[src/rtl/gscm_pkg.sv]
`timescale 1ns / 1ps
// gscm_pkg: shared types and constants for the gyro SPI command master
// no dependencies; used by the channel interfaces and the core

package gscm_pkg;

  // frame and counter sizes
  localparam int FRAME_BITS = 32;
  localparam int WAIT_WIDTH = 24;
  localparam int BIT_CNT_W  = $clog2(FRAME_BITS) + 1;
  localparam int HALF_W     = 16;
  localparam int SHORT_W    = 16;
  localparam int LONG_W     = 24;
  localparam int CFG_DATA_W = 24;
  localparam int CFG_IDX_W  = 2;
  localparam int FIDX_W     = 3;

  // command codes
  typedef enum logic [2:0] {
    CMD_NONE    = 3'd0,
    CMD_WRITE   = 3'd1,
    CMD_READ    = 3'd2,
    CMD_RATE    = 3'd3,
    CMD_STARTUP = 3'd4
  } cmd_t;

  // configuration register indexes
  localparam logic [CFG_IDX_W-1:0] CFG_HALF_PERIOD = 2'd0;
  localparam logic [CFG_IDX_W-1:0] CFG_SHORT_GAP   = 2'd1;
  localparam logic [CFG_IDX_W-1:0] CFG_LONG_GAP    = 2'd2;

  // fixed command words
  localparam logic [FRAME_BITS-1:0] WORD_WRITE    = 32'h4000_0000;
  localparam logic [FRAME_BITS-1:0] WORD_READ     = 32'h8000_0000;
  localparam logic [FRAME_BITS-1:0] WORD_RATE     = 32'h2000_0000;
  localparam logic [FRAME_BITS-1:0] WORD_STARTUP0 = 32'h2000_0003;
  localparam int ADDR_LSB = 17;
  localparam int DATA_LSB = 1;

  // reset values of the configuration registers
  localparam logic [HALF_W-1:0]  HALF_RESET  = 16'd50;
  localparam logic [SHORT_W-1:0] SHORT_RESET = 16'd50;
  localparam logic [LONG_W-1:0]  LONG_RESET  = 24'd50000;

  // bit positions of the extracted read values
  localparam int REG_VALUE_LSB  = 5;
  localparam int RATE_VALUE_LSB = 10;

  // frame sequencer phases, one-hot
  typedef enum logic [4:0] {
    PH_IDLE  = 5'b00001,
    PH_SETUP = 5'b00010,
    PH_HIGH  = 5'b00100,
    PH_LOW   = 5'b01000,
    PH_GAP   = 5'b10000
  } phase_t;

endpackage

[src/rtl/gscm_in_if.sv]
`timescale 1ns / 1ps
// gscm_in_if: tick/command channel into the gyro SPI command master
// depends on gscm_pkg

interface gscm_in_if import gscm_pkg::*; ();
  logic        valid;
  logic        ready;
  logic [2:0]  cmd;
  logic [7:0]  reg_address;
  logic [15:0] write_data;
  logic        miso;

  modport source (output valid, cmd, reg_address, write_data, miso, input ready);
  modport sink   (input valid, cmd, reg_address, write_data, miso, output ready);
endinterface

[src/rtl/gscm_out_if.sv]
`timescale 1ns / 1ps
// gscm_out_if: per-tick result channel of the gyro SPI command master
// depends on gscm_pkg

interface gscm_out_if import gscm_pkg::*; ();
  logic                  valid;
  logic                  ready;
  logic                  cs_n;
  logic                  sck;
  logic                  mosi;
  logic                  busy_res;
  logic                  done_res;
  logic [15:0]           read_value;
  logic [FRAME_BITS-1:0] raw_response;

  modport source (output valid, cs_n, sck, mosi, busy_res, done_res, read_value,
                  raw_response, input ready);
  modport sink   (input valid, cs_n, sck, mosi, busy_res, done_res, read_value,
                  raw_response, output ready);
endinterface

[src/rtl/gscm_cfg_if.sv]
`timescale 1ns / 1ps
// gscm_cfg_if: configuration write channel of the gyro SPI command master
// depends on gscm_pkg

interface gscm_cfg_if import gscm_pkg::*; ();
  logic                  valid;
  logic                  ready;
  logic [CFG_IDX_W-1:0]  reg_index;
  logic [CFG_DATA_W-1:0] wdata;

  modport source (output valid, reg_index, wdata, input ready);
  modport sink   (input valid, reg_index, wdata, output ready);
endinterface

[src/rtl/gyro_spi_command_master_core.sv]
`timescale 1ns / 1ps
// gyro_spi_command_master_core: 32-bit mode 0 SPI master running sensor command sequences
// depends on gscm_pkg, gscm_in_if, gscm_out_if, gscm_cfg_if
//
//  channel   dir  handshake      carries
//  in_chan   in   valid/ready    cmd, reg_address, write_data, miso (one tick each)
//  out_chan  out  valid/ready    pins, busy, done, read_value, raw_response
//  cfg_chan  in   valid/ready    reg_index, wdata (ready always high)
//
// one input transfer per cycle while in_chan.ready is high; its result is registered and shown the next cycle
// in_chan.ready drops only while a result waits in the output register unread
// the sequencer state and the result register advance together on an input transfer
// rst_n is synchronous: idle phase, chip select high, output register empty

module gyro_spi_command_master_core import gscm_pkg::*; (
  input  logic       clk,
  input  logic       rst_n,
  gscm_in_if.sink    in_chan,
  gscm_out_if.source out_chan,
  gscm_cfg_if.sink   cfg_chan
);

  // configuration registers
  logic [HALF_W-1:0]  half_r;
  logic [SHORT_W-1:0] short_r;
  logic [LONG_W-1:0]  long_r;

  // sequencer state
  phase_t                phase_r, phase_nxt;
  logic [2:0]            act_cmd_r, act_cmd_nxt;
  logic [FIDX_W-1:0]     fidx_r, fidx_nxt;
  logic [BIT_CNT_W-1:0]  bit_cnt_r, bit_cnt_nxt;
  logic [WAIT_WIDTH-1:0] wait_cnt_r, wait_cnt_nxt;
  logic [FRAME_BITS-1:0] tx_shift_r, tx_shift_nxt;
  logic [FRAME_BITS-1:0] rx_shift_r, rx_shift_nxt;
  logic [FRAME_BITS-1:0] frame_word_r, frame_word_nxt;
  logic                  cs_n_r, cs_n_nxt;
  logic                  sck_r, sck_nxt;
  logic                  mosi_r, mosi_nxt;

  // output register
  logic                  out_valid_r;
  logic                  o_cs_n_r, o_sck_r, o_mosi_r, o_busy_r, o_done_r;
  logic [15:0]           o_read_r;
  logic [FRAME_BITS-1:0] o_raw_r;

  logic                  in_xfer;
  logic                  done;
  logic                  start;
  logic [FRAME_BITS-1:0] start_word;
  logic [FIDX_W-1:0]     fidx_inc;
  logic [2:0]            n_frames;
  logic [15:0]           read_val;

  assign in_chan.ready = !out_valid_r || out_chan.ready;
  assign in_xfer       = in_chan.valid && in_chan.ready;
  assign cfg_chan.ready = 1'b1;

  // configuration writes
  always_ff @(posedge clk) begin
    if (!rst_n) begin
      half_r  <= HALF_RESET;
      short_r <= SHORT_RESET;
      long_r  <= LONG_RESET;
    end else if (cfg_chan.valid) begin
      unique case (cfg_chan.reg_index)
        CFG_HALF_PERIOD: half_r  <= cfg_chan.wdata[HALF_W-1:0];
        CFG_SHORT_GAP:   short_r <= cfg_chan.wdata[SHORT_W-1:0];
        CFG_LONG_GAP:    long_r  <= cfg_chan.wdata[LONG_W-1:0];
        default: ;
      endcase
    end
  end

  // frames in the active sequence
  always_comb begin
    case (act_cmd_r)
      CMD_READ:    n_frames = 3'd2;
      CMD_STARTUP: n_frames = 3'd4;
      default:     n_frames = 3'd1;
    endcase
  end

  assign fidx_inc = fidx_r + 1'b1;

  // one tick of the sequencer
  always_comb begin
    phase_nxt      = phase_r;
    act_cmd_nxt    = act_cmd_r;
    fidx_nxt       = fidx_r;
    bit_cnt_nxt    = bit_cnt_r;
    wait_cnt_nxt   = wait_cnt_r;
    tx_shift_nxt   = tx_shift_r;
    rx_shift_nxt   = rx_shift_r;
    frame_word_nxt = frame_word_r;
    cs_n_nxt       = cs_n_r;
    sck_nxt        = sck_r;
    mosi_nxt       = mosi_r;
    done           = 1'b0;
    start          = 1'b0;
    start_word     = frame_word_r;

    if (phase_r == PH_IDLE) begin
      act_cmd_nxt = in_chan.cmd;
      fidx_nxt    = '0;
      start       = 1'b1;
      unique case (in_chan.cmd)
        CMD_WRITE: begin
          frame_word_nxt = WORD_WRITE
                         | (FRAME_BITS'(in_chan.reg_address) << ADDR_LSB)
                         | (FRAME_BITS'(in_chan.write_data) << DATA_LSB);
          start_word = frame_word_nxt;
        end
        CMD_READ: begin
          frame_word_nxt = WORD_READ | (FRAME_BITS'(in_chan.reg_address) << ADDR_LSB);
          start_word = frame_word_nxt;
        end
        CMD_RATE: begin
          frame_word_nxt = WORD_RATE;
          start_word = WORD_RATE;
        end
        CMD_STARTUP: begin
          frame_word_nxt = WORD_RATE;
          start_word = WORD_STARTUP0;
        end
        default: begin
          // no command or unused code: stay idle
          act_cmd_nxt = act_cmd_r;
          fidx_nxt    = fidx_r;
          start       = 1'b0;
        end
      endcase
    end else if (wait_cnt_r > WAIT_WIDTH'(1)) begin
      wait_cnt_nxt = wait_cnt_r - 1'b1;
    end else begin
      unique case (phase_r)
        PH_SETUP: begin
          // rising edge, sample miso
          sck_nxt      = 1'b1;
          rx_shift_nxt = {rx_shift_r[FRAME_BITS-2:0], in_chan.miso};
          bit_cnt_nxt  = bit_cnt_r + 1'b1;
          wait_cnt_nxt = WAIT_WIDTH'(half_r);
          phase_nxt    = PH_HIGH;
        end
        PH_HIGH: begin
          // falling edge, set up next bit
          sck_nxt      = 1'b0;
          mosi_nxt     = tx_shift_r[FRAME_BITS-1];
          tx_shift_nxt = tx_shift_r << 1;
          wait_cnt_nxt = WAIT_WIDTH'(half_r);
          phase_nxt    = PH_LOW;
        end
        PH_LOW: begin
          if (bit_cnt_r < BIT_CNT_W'(FRAME_BITS)) begin
            sck_nxt      = 1'b1;
            rx_shift_nxt = {rx_shift_r[FRAME_BITS-2:0], in_chan.miso};
            bit_cnt_nxt  = bit_cnt_r + 1'b1;
            wait_cnt_nxt = WAIT_WIDTH'(half_r);
            phase_nxt    = PH_HIGH;
          end else begin
            // end of frame: release chip select, then gap or finish
            cs_n_nxt = 1'b1;
            mosi_nxt = 1'b0;
            if (act_cmd_r == CMD_STARTUP) begin
              wait_cnt_nxt = (fidx_r == '0) ? WAIT_WIDTH'(short_r) : WAIT_WIDTH'(long_r);
              phase_nxt    = PH_GAP;
            end else if (act_cmd_r == CMD_READ && fidx_r == '0) begin
              wait_cnt_nxt = WAIT_WIDTH'(short_r);
              phase_nxt    = PH_GAP;
            end else begin
              phase_nxt = PH_IDLE;
              done      = 1'b1;
            end
          end
        end
        PH_GAP: begin
          fidx_nxt = fidx_inc;
          if (3'(fidx_inc) < n_frames) begin
            start = 1'b1;
            if (act_cmd_r == CMD_STARTUP) begin
              start_word = (fidx_inc == '0) ? WORD_STARTUP0 : WORD_RATE;
            end
          end else begin
            phase_nxt = PH_IDLE;
            done      = 1'b1;
          end
        end
        default: phase_nxt = PH_IDLE;
      endcase
    end

    // frame start: chip select low, msb on mosi
    if (start) begin
      cs_n_nxt     = 1'b0;
      sck_nxt      = 1'b0;
      mosi_nxt     = start_word[FRAME_BITS-1];
      tx_shift_nxt = start_word << 1;
      rx_shift_nxt = '0;
      bit_cnt_nxt  = '0;
      wait_cnt_nxt = WAIT_WIDTH'(half_r);
      phase_nxt    = PH_SETUP;
    end
  end

  // extracted value on completion
  always_comb begin
    read_val = '0;
    if (done) begin
      case (act_cmd_r)
        CMD_READ: read_val = rx_shift_r[REG_VALUE_LSB +: 16];
        CMD_RATE: read_val = rx_shift_r[RATE_VALUE_LSB +: 16];
        default:  read_val = '0;
      endcase
    end
  end

  // sequencer registers advance once per input transfer
  always_ff @(posedge clk) begin
    if (!rst_n) begin
      phase_r      <= PH_IDLE;
      act_cmd_r    <= '0;
      fidx_r       <= '0;
      bit_cnt_r    <= '0;
      wait_cnt_r   <= '0;
      tx_shift_r   <= '0;
      rx_shift_r   <= '0;
      frame_word_r <= '0;
      cs_n_r       <= 1'b1;
      sck_r        <= 1'b0;
      mosi_r       <= 1'b0;
    end else if (in_xfer) begin
      phase_r      <= phase_nxt;
      act_cmd_r    <= act_cmd_nxt;
      fidx_r       <= fidx_nxt;
      bit_cnt_r    <= bit_cnt_nxt;
      wait_cnt_r   <= wait_cnt_nxt;
      tx_shift_r   <= tx_shift_nxt;
      rx_shift_r   <= rx_shift_nxt;
      frame_word_r <= frame_word_nxt;
      cs_n_r       <= cs_n_nxt;
      sck_r        <= sck_nxt;
      mosi_r       <= mosi_nxt;
    end
  end

  // output register valid
  always_ff @(posedge clk) begin
    if (!rst_n) begin
      out_valid_r <= 1'b0;
    end else if (in_xfer) begin
      out_valid_r <= 1'b1;
    end else if (out_chan.ready) begin
      out_valid_r <= 1'b0;
    end
  end

  // output register payload
  always_ff @(posedge clk) begin
    if (in_xfer) begin
      o_cs_n_r <= cs_n_nxt;
      o_sck_r  <= sck_nxt;
      o_mosi_r <= mosi_nxt;
      o_busy_r <= (phase_nxt != PH_IDLE);
      o_done_r <= done;
      o_read_r <= read_val;
      o_raw_r  <= done ? rx_shift_r : '0;
    end
  end

  assign out_chan.valid        = out_valid_r;
  assign out_chan.cs_n         = o_cs_n_r;
  assign out_chan.sck          = o_sck_r;
  assign out_chan.mosi         = o_mosi_r;
  assign out_chan.busy_res     = o_busy_r;
  assign out_chan.done_res     = o_done_r;
  assign out_chan.read_value   = o_read_r;
  assign out_chan.raw_response = o_raw_r;

  // a valid command taken while idle starts a frame
  a_cmd_starts: assert property (@(posedge clk) disable iff (!rst_n)
    in_xfer && phase_r == PH_IDLE &&
    (in_chan.cmd == CMD_WRITE || in_chan.cmd == CMD_READ ||
     in_chan.cmd == CMD_RATE || in_chan.cmd == CMD_STARTUP)
    |=> phase_r == PH_SETUP && !cs_n_r)
    else $error("command accepted while idle did not start a frame");

  // chip select is low throughout the bit phases
  a_cs_in_frame: assert property (@(posedge clk) disable iff (!rst_n)
    (phase_r == PH_SETUP || phase_r == PH_HIGH || phase_r == PH_LOW) |-> !cs_n_r)
    else $error("chip select high inside a frame");

  // sck is high only in the high half period
  a_sck_phase: assert property (@(posedge clk) disable iff (!rst_n)
    sck_r |-> phase_r == PH_HIGH)
    else $error("sck high outside the high phase");

  // a done result always reports the sequencer idle
  a_done_idle: assert property (@(posedge clk) disable iff (!rst_n)
    in_xfer && done |=> out_valid_r && o_done_r && !o_busy_r && phase_r == PH_IDLE)
    else $error("done result without idle sequencer");

  // the state holds while no transfer is taken
  a_hold: assert property (@(posedge clk) disable iff (!rst_n)
    !in_xfer |=> $stable(phase_r) && $stable(wait_cnt_r) && $stable(bit_cnt_r))
    else $error("sequencer state moved without an input transfer");

endmodule

[src/flat_wrapper.sv]
// flat-port wrapper written by rule: the top's interface ports become plain ports
module gyro_spi_command_master_core_flat import gscm_pkg::*;
  (clk, rst_n, in_chan_valid, in_chan_cmd, in_chan_reg_address, in_chan_write_data, in_chan_miso, in_chan_ready, out_chan_valid, out_chan_cs_n, out_chan_sck, out_chan_mosi, out_chan_busy_res, out_chan_done_res, out_chan_read_value, out_chan_raw_response, out_chan_ready, cfg_chan_valid, cfg_chan_reg_index, cfg_chan_wdata, cfg_chan_ready);
  gscm_in_if in_chan_i ();
  gscm_out_if out_chan_i ();
  gscm_cfg_if cfg_chan_i ();
  input  logic clk;
  input  logic rst_n;
  input wire logic [$bits(in_chan_i.valid)-1:0] in_chan_valid;
  input wire logic [$bits(in_chan_i.cmd)-1:0] in_chan_cmd;
  input wire logic [$bits(in_chan_i.reg_address)-1:0] in_chan_reg_address;
  input wire logic [$bits(in_chan_i.write_data)-1:0] in_chan_write_data;
  input wire logic [$bits(in_chan_i.miso)-1:0] in_chan_miso;
  output wire logic [$bits(in_chan_i.ready)-1:0] in_chan_ready;
  output wire logic [$bits(out_chan_i.valid)-1:0] out_chan_valid;
  output wire logic [$bits(out_chan_i.cs_n)-1:0] out_chan_cs_n;
  output wire logic [$bits(out_chan_i.sck)-1:0] out_chan_sck;
  output wire logic [$bits(out_chan_i.mosi)-1:0] out_chan_mosi;
  output wire logic [$bits(out_chan_i.busy_res)-1:0] out_chan_busy_res;
  output wire logic [$bits(out_chan_i.done_res)-1:0] out_chan_done_res;
  output wire logic [$bits(out_chan_i.read_value)-1:0] out_chan_read_value;
  output wire logic [$bits(out_chan_i.raw_response)-1:0] out_chan_raw_response;
  input wire logic [$bits(out_chan_i.ready)-1:0] out_chan_ready;
  input wire logic [$bits(cfg_chan_i.valid)-1:0] cfg_chan_valid;
  input wire logic [$bits(cfg_chan_i.reg_index)-1:0] cfg_chan_reg_index;
  input wire logic [$bits(cfg_chan_i.wdata)-1:0] cfg_chan_wdata;
  output wire logic [$bits(cfg_chan_i.ready)-1:0] cfg_chan_ready;
  assign in_chan_i.valid = in_chan_valid;
  assign in_chan_i.cmd = in_chan_cmd;
  assign in_chan_i.reg_address = in_chan_reg_address;
  assign in_chan_i.write_data = in_chan_write_data;
  assign in_chan_i.miso = in_chan_miso;
  assign in_chan_ready = in_chan_i.ready;
  assign out_chan_valid = out_chan_i.valid;
  assign out_chan_cs_n = out_chan_i.cs_n;
  assign out_chan_sck = out_chan_i.sck;
  assign out_chan_mosi = out_chan_i.mosi;
  assign out_chan_busy_res = out_chan_i.busy_res;
  assign out_chan_done_res = out_chan_i.done_res;
  assign out_chan_read_value = out_chan_i.read_value;
  assign out_chan_raw_response = out_chan_i.raw_response;
  assign out_chan_i.ready = out_chan_ready;
  assign cfg_chan_i.valid = cfg_chan_valid;
  assign cfg_chan_i.reg_index = cfg_chan_reg_index;
  assign cfg_chan_i.wdata = cfg_chan_wdata;
  assign cfg_chan_ready = cfg_chan_i.ready;
  gyro_spi_command_master_core u_core (.clk(clk), .rst_n(rst_n), .in_chan(in_chan_i), .out_chan(out_chan_i), .cfg_chan(cfg_chan_i));
endmodule
[config.mk]
export PLATFORM = sky130hd
export DESIGN_NAME = gyro_spi_command_master_core_flat
export DESIGN_NICKNAME = d
export VERILOG_FILES = /design/src/rtl/gscm_pkg.sv /design/src/rtl/gscm_in_if.sv /design/src/rtl/gscm_out_if.sv /design/src/rtl/gscm_cfg_if.sv /design/src/rtl/gyro_spi_command_master_core.sv /design/src/flat_wrapper.sv
export SDC_FILE = /design/constraint.sdc
export NUM_CORES = 1
export LEC_CHECK = 0
export BUFFER_PORTS_ARGS = -buffer_cell sky130_fd_sc_hd__buf_4
export CAP_MARGIN = 20
export CORE_MARGIN = 5
export CORE_UTILIZATION = 35
export CTS_CLUSTER_SIZE = 14
export DETAILED_ROUTE_END_ITERATION = 12
export PLACE_DENSITY = 0.52
export SYNTH_ARGS = -nofsm -noshare
export SYNTH_HDL_FRONTEND = slang
export SYNTH_SLANG_ARGS = --single-unit
[constraint.sdc]
create_clock -name clk -period 5.3 [get_ports clk]
set_input_delay 0.53 -clock clk [delete_from_list [all_inputs] [get_ports clk]]
set_output_delay 0.53 -clock clk [all_outputs]
set_load 0.03 [all_outputs]
==> impl_metrics.csv <==
group,metric,value,unit
cts,cts-htree-levels,1,
setup_path,path_cells,"or4_4 -> nor4b_4 -> nand2_2 -> or4_1 -> inv_2 -> and2_1",
run_status,status,"finished clean",
drt,drcViolationCount,0,
cts,clockBufferDepth,3,
floorplan,row_count,65,
logic_synthesis,yosys_most_used_dff,"dfxtp_1",
timing,final.setup.tns,0,ns
setup_path,r2r-end,"u_core.out_chan.raw_response[12]$_SDFFCE_PN0P_",
logic_synthesis,synth_area_leaders,"dfxtp_1 34%, edfxtp_1 14%, nand2_1 7.7%",
drt,drt_iter0_markers,542,
cts,cts_hold_buffers,0,
setup_path,crit_type,"flop to flop",
setup_path,crit_buf_inv,1,
timing,fin_crit_sh,0.689,
hold_path,worstHoldStart,"cfg_chan_wdata[8]",
timing,whs,0.216,ns
layout,finalNetCount,1439,
timing,finalHoldViolCount,0,
setup_path,critPathMaxFanout,33,
setup_path,r2r_cells,6,
timing,setup_viol,0,
cts,cts_tree,"built",
logic_synthesis,synth_seq_cells,244,
pwr,ir_drop,0.290,mV
cts,clk_pin_slew,0.06,ns
cts,cts_resized,0,
floorplan,die_area,0.0355,mm²
logic_synthesis,synth_top_area_cell,"dfxtp_1",
flow_run,maxCapViolCount,0,
timing,relSlewSlack,0.283,
setup_path,startpoint_type,"flop",
logic_synthesis,seq_area_frac_synth,0.486,
logic_synthesis,syn_area,0.0112,mm²
drt,vias,9654,
drt,avgViaCountPerCell,5.38,
logic_synthesis,synth_nets,1371,
grt,grt_max_degree,63,
hold_path,min_path_type,"input pin to flop",
setup_path,cp.arrival,4.06,ns
layout,nFillCells,3146,
timing,fmax,0.274,GHz
setup_path,worst_path_max_delay_cell,"or4_1",
layout,post-route-util,0.422,
timing,min_period,3.65,ns
hold_path,min_to,"u_core.long_r[8]$_SDFFE_PN1P_",
cts,cts_setup_buffers,0,
grt,grt_pass1_wl,50000,µm
floorplan,ios,115,
cts,cts_sinks,244,
logic_synthesis,yosysWarnings,0,
floorplan,start_util,0.354,
logic_synthesis,synth_cells,1304,
timing,rsz0062_at_grt,"false",
logic_synthesis,avgSynthCellArea,8.55,µm²
layout,diodes,0,
setup_path,critical_path_required,5.71,ns
setup_path,rrSetupSlack,1.65,ns
logic_synthesis,synth-edff-count,53,
setup_path,max_stage_delay,0.92,ns
setup_path,r2r-start,"u_core.wait_cnt_r[12]$_SDFFE_PN0P_",
layout,area_growth,19.0,%
place,place_congestion,0.892,
grt,grt_overflow,0,
cts,numCtsBuffers,29,
grt,grt_pass1_vias,9206,
drt,first_pass_iters,5,
timing,tightest_slew,1.07,ns
grt,antenna_found_initial,0,
place,io_buffers,113,
grt,grtUsageTotal,0.167,
timing,slew_violations,0,
floorplan,core,0.0315,mm²
pwr,power_density,433,mW/mm²
hold_path,holdPathStages,3,
drt,post_drt_wl_per_cell,17.1,µm
cts,cts_root_buf,"clkbuf_16",
drt,routed_wl,30800,µm
floorplan,fp.dieW,189,µm
setup_path,cp-end-kind,"flop",
floorplan,die_h,189,µm
logic_synthesis,async_flop_share,0,
cts,clk_latency,0.55,ns
logic_synthesis,synth.distinct_cells,76,
drt,route.antenna.remaining_nets,0,
layout,drive_gt1_frac,0.153,
timing,fin_worst_skew,0.0109,ns
logic_synthesis,synthDominantCellAreaShare,0.343,
place,dp_hpwl,20400,µm
setup_path,cp_top_family,"simple AND/OR/NAND/NOR gates",
pwr,p_leak,4.88,nW
==> worst register-to-register path, stage by stage, from the launching register on <==
cell	delay, ns
dfxtp_1	0.36
or4_4	0.59
nor4b_4	0.56
nand2_2	0.41
or4_1	0.92
inv_2	0.47
and2_1	0.21
==> worst max-delay path by stage <==
stage                                                   from                                              to  slack (ns)  depth (start not counted)
final                     u_core.wait_cnt_r[12]$_SDFFE_PN0P_  u_core.out_chan.raw_response[12]$_SDFFCE_PN0P_        1.65                          6
after global routing      u_core.wait_cnt_r[12]$_SDFFE_PN0P_  u_core.out_chan.raw_response[26]$_SDFFCE_PN0P_        1.38                          6
after CTS                 u_core.wait_cnt_r[12]$_SDFFE_PN0P_  u_core.out_chan.raw_response[12]$_SDFFCE_PN0P_        1.61                          6
after detailed placement  u_core.wait_cnt_r[12]$_SDFFE_PN0P_  u_core.out_chan.raw_response[26]$_SDFFCE_PN0P_        1.64                          6
after global placement     u_core.wait_cnt_r[8]$_SDFFE_PN0P_  u_core.out_chan.raw_response[28]$_SDFFCE_PN0P_        1.77                          6
after floorplan                               out_chan_ready            u_core.frame_word_r[10]$_SDFFE_PN0P_        1.15                          9
==> power by group <==
group	internal, W	total, W	switching (W)
Combinational	0.000564	0.00158	0.00102
Clock	0.00121	0.00201	0.000795
Sequential	0.00204	0.00216	0.000121
Total	0.00381	0.00575	0.00194
==> cells by family after synthesis <==
logic type                 after synthesis  synth area share
and+or+nand+nor                        513             0.218
AOI/OAI and AO/OA                      376             0.205
other                                    1          0.000336
xor gates and xnor gates                25            0.0196
adders and majority gates                8           0.00898
buffers and inverters                  115            0.0425
muxes                                   22            0.0200
DFF                                    244             0.486
==> Yosys cell counts (3+ instances only) <==
library cell  number
nand4b_1           3
o21a_1             5
nand2b_1           5
a211oi_1           6
xnor2_1           10
inv_1             13
edfxtp_1          53
or3_1             31
nor3b_1            6
o31ai_1            7
nand2_1          229
buf_1              6
or4_4              3
mux2i_1           20
xor2_1            15
nor2b_1           10
a31oi_1           32
nor3_1            14
a221oi_1           3
a21oi_1          144
o221ai_1           4
o211ai_1           3
a22oi_1           58
nor4_1            10
nand4_1            8
clkbuf_1          72
o21ai_0           80
nand3b_1           3
dfxtp_1          191
and3_1             4
nand3_1           55
ha_1               8
nor2_1            82
and2_1            34
o32ai_1            3
buf_2             17
a32oi_1            5
==> cells in the final DEF (no fill, tap or decap), types with 4 or more instances in the layout <==
master     instances
a211oi_1           6
a21oi_1          144
a22oi_1           58
a31oi_1           31
a32oi_1            5
and2_1            34
and3_1             4
buf_4            135
clkbuf_16         29
clkbuf_8           5
clkinv_2           6
dfxtp_1          191
edfxtp_1          53
ha_1               8
inv_1             12
mux2i_1           20
nand2_1          229
nand2b_1           5
nand3_1           55
nand4_1            8
nor2_1            81
nor2b_1           10
nor3_1            13
nor3b_1            5
nor4_1            10
o21a_1             5
o21ai_0           80
o221ai_1           4
o31ai_1            7
or3_1             31
xnor2_1           10
xor2_1            15
==> area by class of cell <==
class	instances	area [µm²]	share of cell area
inverters	15	56.3	0.00424
multi-input cells	945	5300	0.399
repair buffers	137	1040	0.0780
flip-flops and latches	244	5420	0.408
clock inverters	17	170	0.0128
well taps	402	503	0.0379
clock buffers	36	802	0.0604
==> sequential cells by signal (all words and copies together) (netlist names), 3 cells and up <==
register                      cells
u_core.out_chan.raw_response     32
u_core.short_r                   16
u_core.frame_word_r              27
u_core.phase_r                    5
u_core.out_chan.read_value       16
u_core.wait_cnt_r                24
u_core.long_r                    24
u_core.rx_shift_r                32
u_core.fidx_r                     3
u_core.tx_shift_r                31
u_core.bit_cnt_r                  6
u_core.act_cmd_r                  3
u_core.half_r                    16
==> metal layers <==
metal	GRT usage	up-vias	part of all wire
met2	0.253	288	0.43
met1	0.252	4521	0.50
li1	-	4803	-
met4	0.0345	0	0.016
met3	0.0265	42	0.059
met5	0	-	0
==> through the flow <==
stage	instances	setup WS (ns)	power [W]	instance area (µm²)
final	1796	1.65	0.00575	13300
after global routing	1796	1.38	0.00608	13300
after CTS	1795	1.61	0.00581	13300
after detailed placement	1742	1.64	0.00377	12300
after global placement	1741	1.77	0.00377	12300
after floorplan	1304	1.15	0.00332	11200
(Power assumes the default switching activity.)
